[src/design/rgb565_convert_overlay_blend_core_macros.svh]
// Assertion macros shared by the RGB565 convert and overlay blend design
`ifndef RGB565_CONVERT_OVERLAY_BLEND_CORE_MACROS_SVH
`define RGB565_CONVERT_OVERLAY_BLEND_CORE_MACROS_SVH

// same-cycle implication, disabled during reset
`define RGBCOB_ASSERT_NOW(label, clk, rst, ante, cons) \
  label: assert property (@(posedge clk) disable iff (rst) (ante) |-> (cons)) \
    else $error("rgb565cob assertion failed");

// next-cycle implication, disabled during reset
`define RGBCOB_ASSERT_NEXT(label, clk, rst, ante, cons) \
  label: assert property (@(posedge clk) disable iff (rst) (ante) |=> (cons)) \
    else $error("rgb565cob assertion failed");

`endif

[src/design/rgb565cob_pkg.sv]
// Shared types and constants for the RGB565 convert and overlay blend core
package rgb565cob_pkg;

  localparam int CFG_DIM_W       = 11;
  localparam int CFG_DATA_W      = 11;
  localparam int CFG_INDEX_W     = 3;
  localparam int DEFAULT_MAX_DIM = 1024;

  typedef enum logic [CFG_INDEX_W-1:0] {
    REG_PIXEL_FORMAT  = 3'd0,
    REG_SWAP_BYTES    = 3'd1,
    REG_DISP_WIDTH    = 3'd2,
    REG_DISP_HEIGHT   = 3'd3,
    REG_SOURCE_WIDTH  = 3'd4,
    REG_SOURCE_HEIGHT = 3'd5,
    REG_OVL_WIDTH     = 3'd6,
    REG_OVL_HEIGHT    = 3'd7
  } cfg_reg_t;

  typedef enum logic [1:0] {
    FMT_RGB565   = 2'd0,
    FMT_RGB888   = 2'd1,
    FMT_ARGB8888 = 2'd2,
    FMT_BLACK    = 2'd3
  } pixel_format_t;

  localparam logic [CFG_DIM_W-1:0] RST_DISP_WIDTH    = 11'd320;
  localparam logic [CFG_DIM_W-1:0] RST_DISP_HEIGHT   = 11'd240;
  localparam logic [CFG_DIM_W-1:0] RST_SOURCE_WIDTH  = 11'd320;
  localparam logic [CFG_DIM_W-1:0] RST_SOURCE_HEIGHT = 11'd240;
  localparam logic [CFG_DIM_W-1:0] RST_OVL_WIDTH     = 11'd0;
  localparam logic [CFG_DIM_W-1:0] RST_OVL_HEIGHT    = 11'd0;

  typedef struct packed {
    logic [CFG_DIM_W-1:0] disp_width;
    logic [CFG_DIM_W-1:0] disp_height;
    logic [CFG_DIM_W-1:0] source_width;
    logic [CFG_DIM_W-1:0] source_height;
    logic [CFG_DIM_W-1:0] ovl_width;
    logic [CFG_DIM_W-1:0] ovl_height;
  } dims_t;

  typedef struct packed {
    logic in_source;
    logic in_overlay;
    logic last;
  } pos_flags_t;

endpackage

[src/design/rgb565cob_if.sv]
// Valid/ready channel interfaces for pixel items in and results out
interface rgb565cob_in_if;
  logic        valid;
  logic        ready;
  logic [31:0] source_pixel;
  logic [15:0] old_pixel;
  logic [31:0] overlay_pixel;

  modport source (output valid, output source_pixel, output old_pixel,
                  output overlay_pixel, input ready);
  modport sink   (input valid, input source_pixel, input old_pixel,
                  input overlay_pixel, output ready);
endinterface

interface rgb565cob_out_if;
  logic        valid;
  logic        ready;
  logic [15:0] out_pixel;
  logic        frame_last;

  modport source (output valid, output out_pixel, output frame_last, input ready);
  modport sink   (input valid, input out_pixel, input frame_last, output ready);
endinterface

[src/design/rgb565_convert_overlay_blend_core.sv]
// Top level: RGB565 conversion with ARGB8888 overlay blend, one pixel per item
// Path: an item taken goes into the input register, its result through the blend logic into the
// output register, from which it is offered; a stalled output can hold it in either register.
// Throughput: one item per clock while the output is not stalled; input register, blend logic, output register.
// A stalled output holds one result while an empty input register still takes an item.
// Reset clears both valid stages, the raster counters and the registers to defaults.
`include "rgb565_convert_overlay_blend_core_macros.svh"
module rgb565_convert_overlay_blend_core
  import rgb565cob_pkg::*;
#(
  parameter int MAX_DIM = DEFAULT_MAX_DIM
) (
  input  logic                   clk,
  input  logic                   rst,
  rgb565cob_in_if.sink           pix_in,
  rgb565cob_out_if.source        pix_out,
  input  logic                   cfg_we,
  input  logic [CFG_INDEX_W-1:0] cfg_index,
  input  logic [CFG_DATA_W-1:0]  cfg_data
);

  pixel_format_t pixel_format;
  logic          swap_bytes;
  dims_t         dims;

  always_ff @(posedge clk) begin
    if (rst) begin
      pixel_format       <= FMT_ARGB8888;
      swap_bytes         <= 1'b0;
      dims.disp_width    <= RST_DISP_WIDTH;
      dims.disp_height   <= RST_DISP_HEIGHT;
      dims.source_width  <= RST_SOURCE_WIDTH;
      dims.source_height <= RST_SOURCE_HEIGHT;
      dims.ovl_width     <= RST_OVL_WIDTH;
      dims.ovl_height    <= RST_OVL_HEIGHT;
    end else if (cfg_we) begin
      unique case (cfg_reg_t'(cfg_index))
        REG_PIXEL_FORMAT:  pixel_format       <= pixel_format_t'(cfg_data[1:0]);
        REG_SWAP_BYTES:    swap_bytes         <= cfg_data[0];
        REG_DISP_WIDTH:    dims.disp_width    <= cfg_data[CFG_DIM_W-1:0];
        REG_DISP_HEIGHT:   dims.disp_height   <= cfg_data[CFG_DIM_W-1:0];
        REG_SOURCE_WIDTH:  dims.source_width  <= cfg_data[CFG_DIM_W-1:0];
        REG_SOURCE_HEIGHT: dims.source_height <= cfg_data[CFG_DIM_W-1:0];
        REG_OVL_WIDTH:     dims.ovl_width     <= cfg_data[CFG_DIM_W-1:0];
        REG_OVL_HEIGHT:    dims.ovl_height    <= cfg_data[CFG_DIM_W-1:0];
        default: ;
      endcase
    end
  end

  logic        in_fire, s2_load;
  logic        s1_valid, s2_valid;
  logic [31:0] s1_src, s1_ovl;
  logic [15:0] s1_old, s2_pixel, pixel_next;
  logic        s2_last;
  pos_flags_t  pos_flags, s1_flags;

  assign s2_load      = s1_valid && (!s2_valid || pix_out.ready);
  assign pix_in.ready = !s1_valid || s2_load;
  assign in_fire      = pix_in.valid && pix_in.ready;

  rgb565cob_position #(
    .MAX_DIM (MAX_DIM)
  ) u_position (
    .clk     (clk),
    .rst     (rst),
    .advance (in_fire),
    .dims    (dims),
    .flags   (pos_flags)
  );

  // input register: item plus the area decode of its position
  always_ff @(posedge clk) begin
    if (rst) begin
      s1_valid <= 1'b0;
    end else if (pix_in.ready) begin
      s1_valid <= pix_in.valid;
    end
  end

  always_ff @(posedge clk) begin
    if (in_fire) begin
      s1_src   <= pix_in.source_pixel;
      s1_old   <= pix_in.old_pixel;
      s1_ovl   <= pix_in.overlay_pixel;
      s1_flags <= pos_flags;
    end
  end

  rgb565cob_blend u_blend (
    .pixel_format  (pixel_format),
    .swap_bytes    (swap_bytes),
    .flags         (s1_flags),
    .source_pixel  (s1_src),
    .old_pixel     (s1_old),
    .overlay_pixel (s1_ovl),
    .out_pixel     (pixel_next)
  );

  // result register
  always_ff @(posedge clk) begin
    if (rst) begin
      s2_valid <= 1'b0;
    end else if (s2_load) begin
      s2_valid <= 1'b1;
    end else if (pix_out.ready) begin
      s2_valid <= 1'b0;
    end
  end

  always_ff @(posedge clk) begin
    if (s2_load) begin
      s2_pixel <= pixel_next;
      s2_last  <= s1_flags.last;
    end
  end

  assign pix_out.valid      = s2_valid;
  assign pix_out.out_pixel  = s2_pixel;
  assign pix_out.frame_last = s2_last;

  `RGBCOB_ASSERT_NOW(a_ready_when_out_free, clk, rst, !s2_valid, pix_in.ready)
  `RGBCOB_ASSERT_NEXT(a_s1_kept_on_stall, clk, rst, s1_valid && !s2_load, s1_valid)
  `RGBCOB_ASSERT_NEXT(a_s2_filled_on_load, clk, rst, s2_load, s2_valid)

endmodule

[src/design/rgb565cob_position.sv]
// Raster position counters and source/overlay area decode
`include "rgb565_convert_overlay_blend_core_macros.svh"
module rgb565cob_position
  import rgb565cob_pkg::*;
#(
  parameter int MAX_DIM = DEFAULT_MAX_DIM
) (
  input  logic       clk,
  input  logic       rst,
  input  logic       advance,
  input  dims_t      dims,
  output pos_flags_t flags
);

  localparam int CNT_W = $clog2(MAX_DIM);
  localparam int LIM_W = $clog2(MAX_DIM + 1);
  localparam int CMP_W = (CFG_DIM_W > LIM_W) ? CFG_DIM_W : LIM_W;
  localparam logic [CMP_W-1:0] MAX_V = CMP_W'(MAX_DIM);

  logic [CNT_W-1:0] column_count, column_count_next;
  logic [CNT_W-1:0] row_count, row_count_next;
  logic [CMP_W-1:0] dw, dh, dw_raw, dh_raw, x, y;
  logic             line_end, row_end;

  assign dw_raw = CMP_W'(dims.disp_width);
  assign dh_raw = CMP_W'(dims.disp_height);

  // zero is taken as one, anything above the maximum as the maximum
  always_comb begin
    if (dw_raw == '0) begin
      dw = CMP_W'(1);
    end else if (dw_raw > MAX_V) begin
      dw = MAX_V;
    end else begin
      dw = dw_raw;
    end
    if (dh_raw == '0) begin
      dh = CMP_W'(1);
    end else if (dh_raw > MAX_V) begin
      dh = MAX_V;
    end else begin
      dh = dh_raw;
    end
  end

  assign x = CMP_W'(column_count);
  assign y = CMP_W'(row_count);

  // at or past the last column/row counts as the end (display may shrink)
  assign line_end = x >= dw - CMP_W'(1);
  assign row_end  = y >= dh - CMP_W'(1);

  assign flags.in_source  = (x < CMP_W'(dims.source_width)) && (x < dw) &&
                            (y < CMP_W'(dims.source_height)) && (y < dh);
  assign flags.in_overlay = (x < CMP_W'(dims.ovl_width)) && (x < dw) &&
                            (y < CMP_W'(dims.ovl_height)) && (y < dh);
  assign flags.last       = line_end && row_end;

  always_comb begin
    column_count_next = column_count;
    row_count_next    = row_count;
    if (advance) begin
      if (line_end) begin
        column_count_next = '0;
        row_count_next    = row_end ? '0 : row_count + CNT_W'(1);
      end else begin
        column_count_next = column_count + CNT_W'(1);
      end
    end
  end

  always_ff @(posedge clk) begin
    if (rst) begin
      column_count <= '0;
      row_count    <= '0;
    end else begin
      column_count <= column_count_next;
      row_count    <= row_count_next;
    end
  end

  `RGBCOB_ASSERT_NEXT(a_frame_wrap, clk, rst, advance && flags.last,
                      column_count == '0 && row_count == '0)
  `RGBCOB_ASSERT_NEXT(a_column_step, clk, rst, advance && !line_end,
                      column_count == $past(column_count) + CNT_W'(1) &&
                      row_count == $past(row_count))
  `RGBCOB_ASSERT_NEXT(a_hold_when_idle, clk, rst, !advance,
                      $stable(column_count) && $stable(row_count))

endmodule

[src/design/rgb565cob_blend.sv]
// Source conversion, overlay alpha blend and byte swap for one pixel
module rgb565cob_blend
  import rgb565cob_pkg::*;
(
  input  pixel_format_t pixel_format,
  input  logic          swap_bytes,
  input  pos_flags_t    flags,
  input  logic [31:0]   source_pixel,
  input  logic [15:0]   old_pixel,
  input  logic [31:0]   overlay_pixel,
  output logic [15:0]   out_pixel
);

  function automatic logic [15:0] pack565(input logic [7:0] r, input logic [7:0] g,
                                          input logic [7:0] b);
    pack565 = {r[7:3], g[7:2], b[7:3]};
  endfunction

  logic [15:0] conv, base, mixed, blended;
  logic [7:0]  a, inv, ovl_r, ovl_g, ovl_b, bg_r, bg_g, bg_b;
  logic [15:0] sum_r, sum_g, sum_b;

  always_comb begin
    unique case (pixel_format)
      FMT_RGB565:   conv = source_pixel[15:0];
      FMT_RGB888,
      FMT_ARGB8888: conv = pack565(source_pixel[23:16], source_pixel[15:8],
                                   source_pixel[7:0]);
      FMT_BLACK:    conv = '0;
      default:      conv = '0;
    endcase
  end

  assign base = flags.in_source ? conv : old_pixel;

  assign a     = overlay_pixel[31:24];
  assign ovl_r = overlay_pixel[23:16];
  assign ovl_g = overlay_pixel[15:8];
  assign ovl_b = overlay_pixel[7:0];
  assign inv   = 8'd255 - a;

  // background expanded with zero low bits
  assign bg_r = {base[15:11], 3'b000};
  assign bg_g = {base[10:5], 2'b00};
  assign bg_b = {base[4:0], 3'b000};

  // cannot exceed 255*255 + 128, so 16 bits hold it
  assign sum_r = 16'(ovl_r) * 16'(a) + 16'(bg_r) * 16'(inv) + 16'd128;
  assign sum_g = 16'(ovl_g) * 16'(a) + 16'(bg_g) * 16'(inv) + 16'd128;
  assign sum_b = 16'(ovl_b) * 16'(a) + 16'(bg_b) * 16'(inv) + 16'd128;

  assign mixed = pack565(sum_r[15:8], sum_g[15:8], sum_b[15:8]);

  always_comb begin
    priority if (!flags.in_overlay || a == 8'd0) begin
      blended = base;
    end else if (a == 8'd255) begin
      blended = pack565(ovl_r, ovl_g, ovl_b);
    end else begin
      blended = mixed;
    end
  end

  assign out_pixel = swap_bytes ? {blended[7:0], blended[15:8]} : blended;

endmodule

[src/flat_wrapper.sv]
// flat-port wrapper written by rule: the top's interface ports become plain ports
module rgb565_convert_overlay_blend_core_flat import rgb565cob_pkg::*;
#(
  parameter int MAX_DIM = DEFAULT_MAX_DIM
)
  (clk, rst, cfg_we, cfg_index, cfg_data, pix_in_valid, pix_in_source_pixel, pix_in_old_pixel, pix_in_overlay_pixel, pix_in_ready, pix_out_valid, pix_out_out_pixel, pix_out_frame_last, pix_out_ready);
  rgb565cob_in_if pix_in_i ();
  rgb565cob_out_if pix_out_i ();
  input  logic clk;
  input  logic rst;
  input  logic cfg_we;
  input  logic [CFG_INDEX_W-1:0] cfg_index;
  input  logic [CFG_DATA_W-1:0] cfg_data;
  input wire logic [$bits(pix_in_i.valid)-1:0] pix_in_valid;
  input wire logic [$bits(pix_in_i.source_pixel)-1:0] pix_in_source_pixel;
  input wire logic [$bits(pix_in_i.old_pixel)-1:0] pix_in_old_pixel;
  input wire logic [$bits(pix_in_i.overlay_pixel)-1:0] pix_in_overlay_pixel;
  output wire logic [$bits(pix_in_i.ready)-1:0] pix_in_ready;
  output wire logic [$bits(pix_out_i.valid)-1:0] pix_out_valid;
  output wire logic [$bits(pix_out_i.out_pixel)-1:0] pix_out_out_pixel;
  output wire logic [$bits(pix_out_i.frame_last)-1:0] pix_out_frame_last;
  input wire logic [$bits(pix_out_i.ready)-1:0] pix_out_ready;
  assign pix_in_i.valid = pix_in_valid;
  assign pix_in_i.source_pixel = pix_in_source_pixel;
  assign pix_in_i.old_pixel = pix_in_old_pixel;
  assign pix_in_i.overlay_pixel = pix_in_overlay_pixel;
  assign pix_in_ready = pix_in_i.ready;
  assign pix_out_valid = pix_out_i.valid;
  assign pix_out_out_pixel = pix_out_i.out_pixel;
  assign pix_out_frame_last = pix_out_i.frame_last;
  assign pix_out_i.ready = pix_out_ready;
  rgb565_convert_overlay_blend_core #(.MAX_DIM(MAX_DIM)) u_core (.clk(clk), .rst(rst), .pix_in(pix_in_i), .pix_out(pix_out_i), .cfg_we(cfg_we), .cfg_index(cfg_index), .cfg_data(cfg_data));
endmodule
[config.mk]
export PLATFORM = sky130hd
export DESIGN_NAME = rgb565_convert_overlay_blend_core_flat
export DESIGN_NICKNAME = d
export VERILOG_FILES = /design/src/design/rgb565cob_pkg.sv /design/src/design/rgb565cob_if.sv /design/src/design/rgb565_convert_overlay_blend_core.sv /design/src/design/rgb565cob_position.sv /design/src/design/rgb565cob_blend.sv /design/src/flat_wrapper.sv
export VERILOG_INCLUDE_DIRS = /design/src /design/src/design
export SDC_FILE = /design/constraint.sdc
export NUM_CORES = 1
export LEC_CHECK = 0
export BUFFER_PORTS_ARGS = -buffer_cell sky130_fd_sc_hd__buf_2
export CORE_ASPECT_RATIO = 2
export CORE_MARGIN = 4
export CORE_UTILIZATION = 50
export DETAILED_ROUTE_END_ITERATION = 16
export PLACE_DENSITY = 0.8
export SYNTH_ARGS = -nofsm -noshare
export SYNTH_HDL_FRONTEND = slang
export SYNTH_SLANG_ARGS = --single-unit
export TNS_END_PERCENT = 10
[constraint.sdc]
create_clock -name clk -period 18.5 [get_ports clk]
set_input_delay 3.7 -clock clk [delete_from_list [all_inputs] [get_ports clk]]
set_output_delay 3.7 -clock clk [all_outputs]
set_load 0.02 [all_outputs]
Word-level counts from Yosys, hierarchy flattened:

Cells that the tools add are included.

* logic and storage cells: 102
* bits in registers: 183
* output and inout bits: 19

* multiply operators: 6
* $add $sub $neg: 11
* mux-type cells: 13
* reductions and logical operators: 31
* equality and inequality tests: 11
* $lt $le $gt $ge: 10

Operators by type and width (count)
* $lt A10 B11 Y1: 6
* $mux W16: 4
* $add A16 B16 Y16: 3
* $add A16 B8 Y16 const B: 3
* $mul A8 B8 Y16: 3
* $pmux W16 S3: 1
* $mux W11: 4
* $mul A5 B8 Y13: 2
* $ge A10 B11 Y1: 2
* $gt A11 B11 Y1 const B: 2
* $logic_not A11 Y1: 2
* $sub A11 B1 Y11 const B: 2
* $add A10 B1 Y10 const B: 2
* $mux W10: 2
* $reduce_and A2 Y1: 9
* $mul A6 B8 Y14: 1
* $eq A3 B3 Y1 const B: 4
* $logic_and A1 B1 Y1: 9
* $eq A8 B8 Y1 const B: 1
* $logic_not A8 Y1: 1
* $sub A8 B8 Y8 const A: 1
* $eq A3 B2 Y1 const B: 2
* $eq A2 B2 Y1 const B: 2
* $eq A3 B1 Y1 const B: 1
* 8 further kinds: 13

Logic depth before layout (Yosys ltp):

* word-level depth: 10
* mapped depth: 36
* gate-level depth less buffers: 34

By module:

Synthesis repeated with hierarchy kept, for this count alone.

* cells, all modules: 2225
* area, all modules: 20589.7 µm²

By module, submodules not included
* rgb565cob_blend: area an instance 11469.8 µm², times used 1, cells an instance 1426
* rgb565_convert_overlay_blend_core: area an instance 5845.6 µm², times used 1, cells an instance 364
* rgb565cob_position: area an instance 3274.4 µm², times used 1, cells an instance 435

Worst setup path before layout:

No wires, ideal clock.

* kind: reg2reg
* start: register u_core.pixel_format[0]
* end: register u_core.s2_pixel[12] (netlist: u_core.pix_out.out_pixel[12]), data pin
* period minus slack after synthesis: 8.129 ns
* buffers on the path: 2
* arrival time: 7.868 ns
* setup time: 0.261 ns
* data required time: 18.239 ns
* setup slack: 10.371 ns
* stages on the path, launching flop included: 34
* path through: dfxtp_1 > inv_1 > ha_1 > clkbuf_1 > clkbuf_1 > nand2_1 > nor2_1 > a21oi_1 > a21oi_1 > nand2b_1 > fa_1 > fa_1 > fa_1 > inv_1 > ha_1 > a21oi_1 > xnor2_1 > ha_1 > inv_1 > fa_1 > fa_1 > inv_1 > fa_1 > ha_1 > ha_1 > nor4_1 > o31ai_1 > a32oi_1 > a21boi_1 > o22a_1 > a21o_1 > xnor3_1 > o21ai_1 > a21oi_1

* longest elaborated chain between the ends: 10

Ends and longest elaborated chain
* start, declared: line rgb565_convert_overlay_blend_core.sv:22 `pixel_format_t pixel_format;`
* start signal, assigned: line rgb565_convert_overlay_blend_core.sv:38 `REG_PIXEL_FORMAT: pixel_format <= pixel_format_t'(cfg_data[1:0]);`
* $eq A2 B1 Y1 / $eq A2 B2 Y1 (equally long branches): line rgb565cob_blend.sv:24 `unique case (pixel_format)`
* $reduce_or A2 Y1: line rgb565cob_blend.sv:24
* $pmux W16 S3 *: line rgb565cob_blend.sv:24
* $mux W16 *: line rgb565cob_blend.sv:34 `assign base = flags.in_source ? conv : old_pixel;`
* $mul A5 B8 Y13, on equally long branches: line rgb565cob_blend.sv:48, rgb565cob_blend.sv:50
* $add A16 B16 Y16, on equally long branches: line rgb565cob_blend.sv:48, rgb565cob_blend.sv:50
* $add A16 B8 Y16, on equally long branches: line rgb565cob_blend.sv:48, rgb565cob_blend.sv:50
* $mux W16: line rgb565cob_blend.sv:57 `end else if (a == 8'd255) begin`
* $mux W16 *: line rgb565cob_blend.sv:55 `priority if (!flags.in_overlay || a == 8'd0) begin`
* $mux W16 *: line rgb565cob_blend.sv:64 `assign out_pixel = swap_bytes ? {blended[7:0], blended[15:8]} : blended;`
* net u_core.pixel_next[12]: line rgb565_convert_overlay_blend_core.sv:54 `logic [15:0] s1_old, s2_pixel, pixel_next;`
* end signal, assigned: line rgb565_convert_overlay_blend_core.sv:113 `s2_pixel <= pixel_next;`
* end, declared: line rgb565_convert_overlay_blend_core.sv:54

The timed path passes the listed nets; every way through them passes the cells marked *.
A chain may end at the register's enable or synchronous reset.

Worst setup path after layout:

* start: register u_core.pixel_format[0]
* end: register u_core.s2_pixel[4] (netlist: u_core.pix_out.out_pixel[4]), data pin

* longest elaborated chain between the ends: 10

Ends and longest elaborated chain (line)
* $eq A2 B1 Y1 / $eq A2 B2 Y1 (equally long branches): rgb565cob_blend.sv:24
* $reduce_or A2 Y1: rgb565cob_blend.sv:24
* $pmux W16 S3 *: rgb565cob_blend.sv:24
* $mux W16 *: rgb565cob_blend.sv:34
* $mul A5 B8 Y13, on equally long branches: rgb565cob_blend.sv:50, rgb565cob_blend.sv:48
* $add A16 B16 Y16, on equally long branches: rgb565cob_blend.sv:50, rgb565cob_blend.sv:48
* $add A16 B8 Y16, on equally long branches: rgb565cob_blend.sv:50, rgb565cob_blend.sv:48
* $mux W16: rgb565cob_blend.sv:57
* $mux W16 *: rgb565cob_blend.sv:55
* $mux W16 *: rgb565cob_blend.sv:64
* net u_core.pixel_next[4]: rgb565_convert_overlay_blend_core.sv:54

Marks and branches as above.

==> flow_summary_export.csv <==
group,metric,value,unit
cts,cts.sinks,180,
setup_path,crit_top_cell,"fa_1",
synth,yosysWarnings,0,
die,fp.dieH,288,um
synth,yosys.cell_count.top_type,"inv_1",
placement,place_ws,9.07,ns
flow_run,cap_violations,0,
synth,synth_nets,2762,
power,power_switching_share,0.471,
cts,hold_buffers,0,
die,coreArea,38700,um^2
power,leakage,0.0100,uW
run_status,status,"finished clean",
synth,yosys-top-cells-area,"fa_1, ha_1, edfxtp_1",
synth,async_reset_ff_frac,0,
synth,yosys-top-cells-count,"inv_1, nand2_1, ha_1",
global_routing,grt.overflow.total,0,
drt,ant_nets,0,
final_layout,nets,2812,
drt,dr.pass1.iters,6,
timing,period_share,0.514,
timing,slew_headroom,0.279,
drt,vias,15600,
timing,slew_viol_final,0,
min_path,hp-class,"flip-flop to flip-flop",
timing,timing.fmax,105,MHz
synth,synth.distinct_cells,62,
cts,clock_path_buffers,2,
global_routing,grt_pass1_vias,17000,
die,io_pins,118,
drt,drc,0,
cts,h-tree-depth,4,
cts,ctsRootBufferMaster,"clkbuf_16",
cts,cts_made_buffers,17,
setup_path,arrival,9.72,ns
drt,finalWirelength,50000,um
final_layout,fillCellCount,3356,
cts,cts_resized,0,
power,p_clk_frac,0.125,
cts,clk_pin_slew,0.09,ns
power,combPwrFrac,0.721,
setup_path,crit_slowest_cell,"a21oi_1",
setup_path,critPathTopFamily,"adder cells",
timing,setup-tns-final,0,ns
setup_path,critPathBufInv,4,
timing,tightest_slew,1.07,ns
setup_path,cp_max_fo,16,
synth,synth_edf_count,89,
die,num_rows,102,
cts,cts_tree,"built",
setup_path,r2r_start,"u_core.pixel_format[0]",
synth,syn-cell-area,19600,um^2
timing,hold_viol_final,0,
setup_path,start_kind,"flip-flop",
setup_path,startpoint,"u_core.pixel_format[0]",
synth,syn_inst,2199,
final_layout,layout-drive-gt1-share,0.0853,
synth,synth-main-ff-cell,"dfxtp_1",
cts,post-cts-setup-buffer-count,0,
timing,finalSetupViolations,0,
power,p_seq_frac,0.154,
min_path,hp-start,"u_core.s1_flags[0]",
cts,clock_latency,0.46,ns
setup_path,end_kind,"flip-flop",
synth,synth_seq_cells,180,
drt,wire_per_inst,18.0,um
power,power.switching,1500,uW
global_routing,antenna_found_initial,1,
final_layout,area_growth,8.20,%
synth,yosysSeqAreaShare,0.230,
global_routing,track_usage,0.242,
setup_path,critPathRequiredTime,18.71,ns
placement,place.gp.congestion,0.904,
timing,fin_skew,0.0156,ns
die,die_w,148,um
synth,syn_area_per_cell,8.90,um^2
timing,rsz0062_at_grt,"no",
synth,synth.top_cell.area_share,0.205,
drt,routed_via_density,5.59,
placement,dpl.hpwl,39200,um
synth,yosys.area.top_type,"fa_1",
power,power.density,150,nW/um^2
global_routing,grt_max_degree,86,
die,die_area,42600,um^2
placement,port-buffer-count,106,
power,ir_drop,0.134,mV
setup_path,crit_type,"flip-flop to flip-flop",
die,start_util,0.506,
timing,worst_slack,8.99,ns
global_routing,grt_pass1_wl,81300,um
drt,initialDrtViolationCount,761,
power,p_int,1680,uW
timing,fin_crit,9.51,ns
setup_path,cp_slowest_stage_delay,0.85,ns
power groups by stage:
stage	registers (uW)	logic (uW)	clock network [uW]
2_1_floorplan	509	1720	0
4_1_cts	488	2300	405
5_1_grt	491	2600	420
3_5_place_dp	497	2280	0
3_3_place_gp	496	2170	0
6_report	488	2290	397
cells in the final DEF, fill, tap and decap left out, drive strengths merged, types with 6 or more instances in the layout:
master,netlist,final
nand2b,59,59
or2,26,26
nand2,290,290
o21bai,8,8
nor4,8,8
dfxtp,91,91
and2,96,96
nor2b,22,22
nand3b,8,8
fa,200,200
inv,336,344
o21ai,60,60
nand3,10,10
nor2,155,155
buf,13,123
a211o,7,7
a21oi,133,133
xor2,28,28
edfxtp,89,89
xnor2,47,47
clkinv,1,8
ha,264,264
and3,14,14
a21o,22,22
nor3,23,23
o22ai,6,6
clkbuf,79,17
o21a,9,9
nand4,9,9
a22oi,6,6
a211oi,12,12
o211ai,14,14
mux2i,7,7
layer usage:
layer  share of wire  routed length [um]  GRT usage  vias up
li1                -                   -          -     7183
met1            0.31               15600      0.222     7589
met2            0.56               28000      0.474      553
met3           0.047                2340     0.0315      239
met4           0.081                4040      0.179        0
met5               0                   0          0        -
area by class of cell:
type	count	area [um^2]	area share
clock buffers	17	425	0.0201
repair buffers	123	658	0.0311
flip-flops and latches	180	4490	0.212
inverters	337	1270	0.0598
clock inverters	15	220	0.0104
multi-input cells	1590	13500	0.636
diodes	1	2.50	0.000118
well taps	520	651	0.0307
worst paths after layout:
kind | slack (ns) | endpoint | cells past startpoint
max | 8.99 | u_core.pix_out.out_pixel[4] | 31
min | 0.45 | u_core.pix_out.frame_last | 0
max reg2reg | 8.99 | u_core.pix_out.out_pixel[4] | 31
min reg2reg | 0.45 | u_core.pix_out.frame_last | 0
cell families (layout without fill, tap and decap cells):
family          after synthesis  count (layout)  synth area share
simple gates                733             733             0.178
fa+ha+maj                   464             464             0.373
buf+inv                     429             492            0.0829
compound gates              306             306            0.0960
flops                       180             180             0.230
xor+xnor                     76              76            0.0347
mux                          11              11           0.00588
other cells                   0               1                 0
flip-flops by register name, indices dropped and copies added, names as in the netlist:
register                        cells
u_core.dims                        66
u_core.pix_out.frame_last           1
u_core.pix_out.out_pixel           16
u_core.pix_out.valid                1
u_core.pixel_format                 2
u_core.s1_flags                     3
u_core.s1_old                      16
u_core.s1_ovl                      32
u_core.s1_src                      21
u_core.s1_valid                     1
u_core.swap_bytes                   1
u_core.u_position.column_count     10
u_core.u_position.row_count        10
per-stage QoR:
stage	hold slack, ns	cell area, um^2	instances	util	power (uW)
after global placement	0.440	20500	2750	0.531	2660
final	0.449	21200	2783	0.548	3170
after CTS	0.457	21200	2782	0.548	3190
after detailed placement	0.445	20500	2750	0.531	2780
after floorplan	0.400	19600	2199	-	2230
after global routing	0.465	21200	2783	0.548	3510
(Power assumes the default switching activity.)
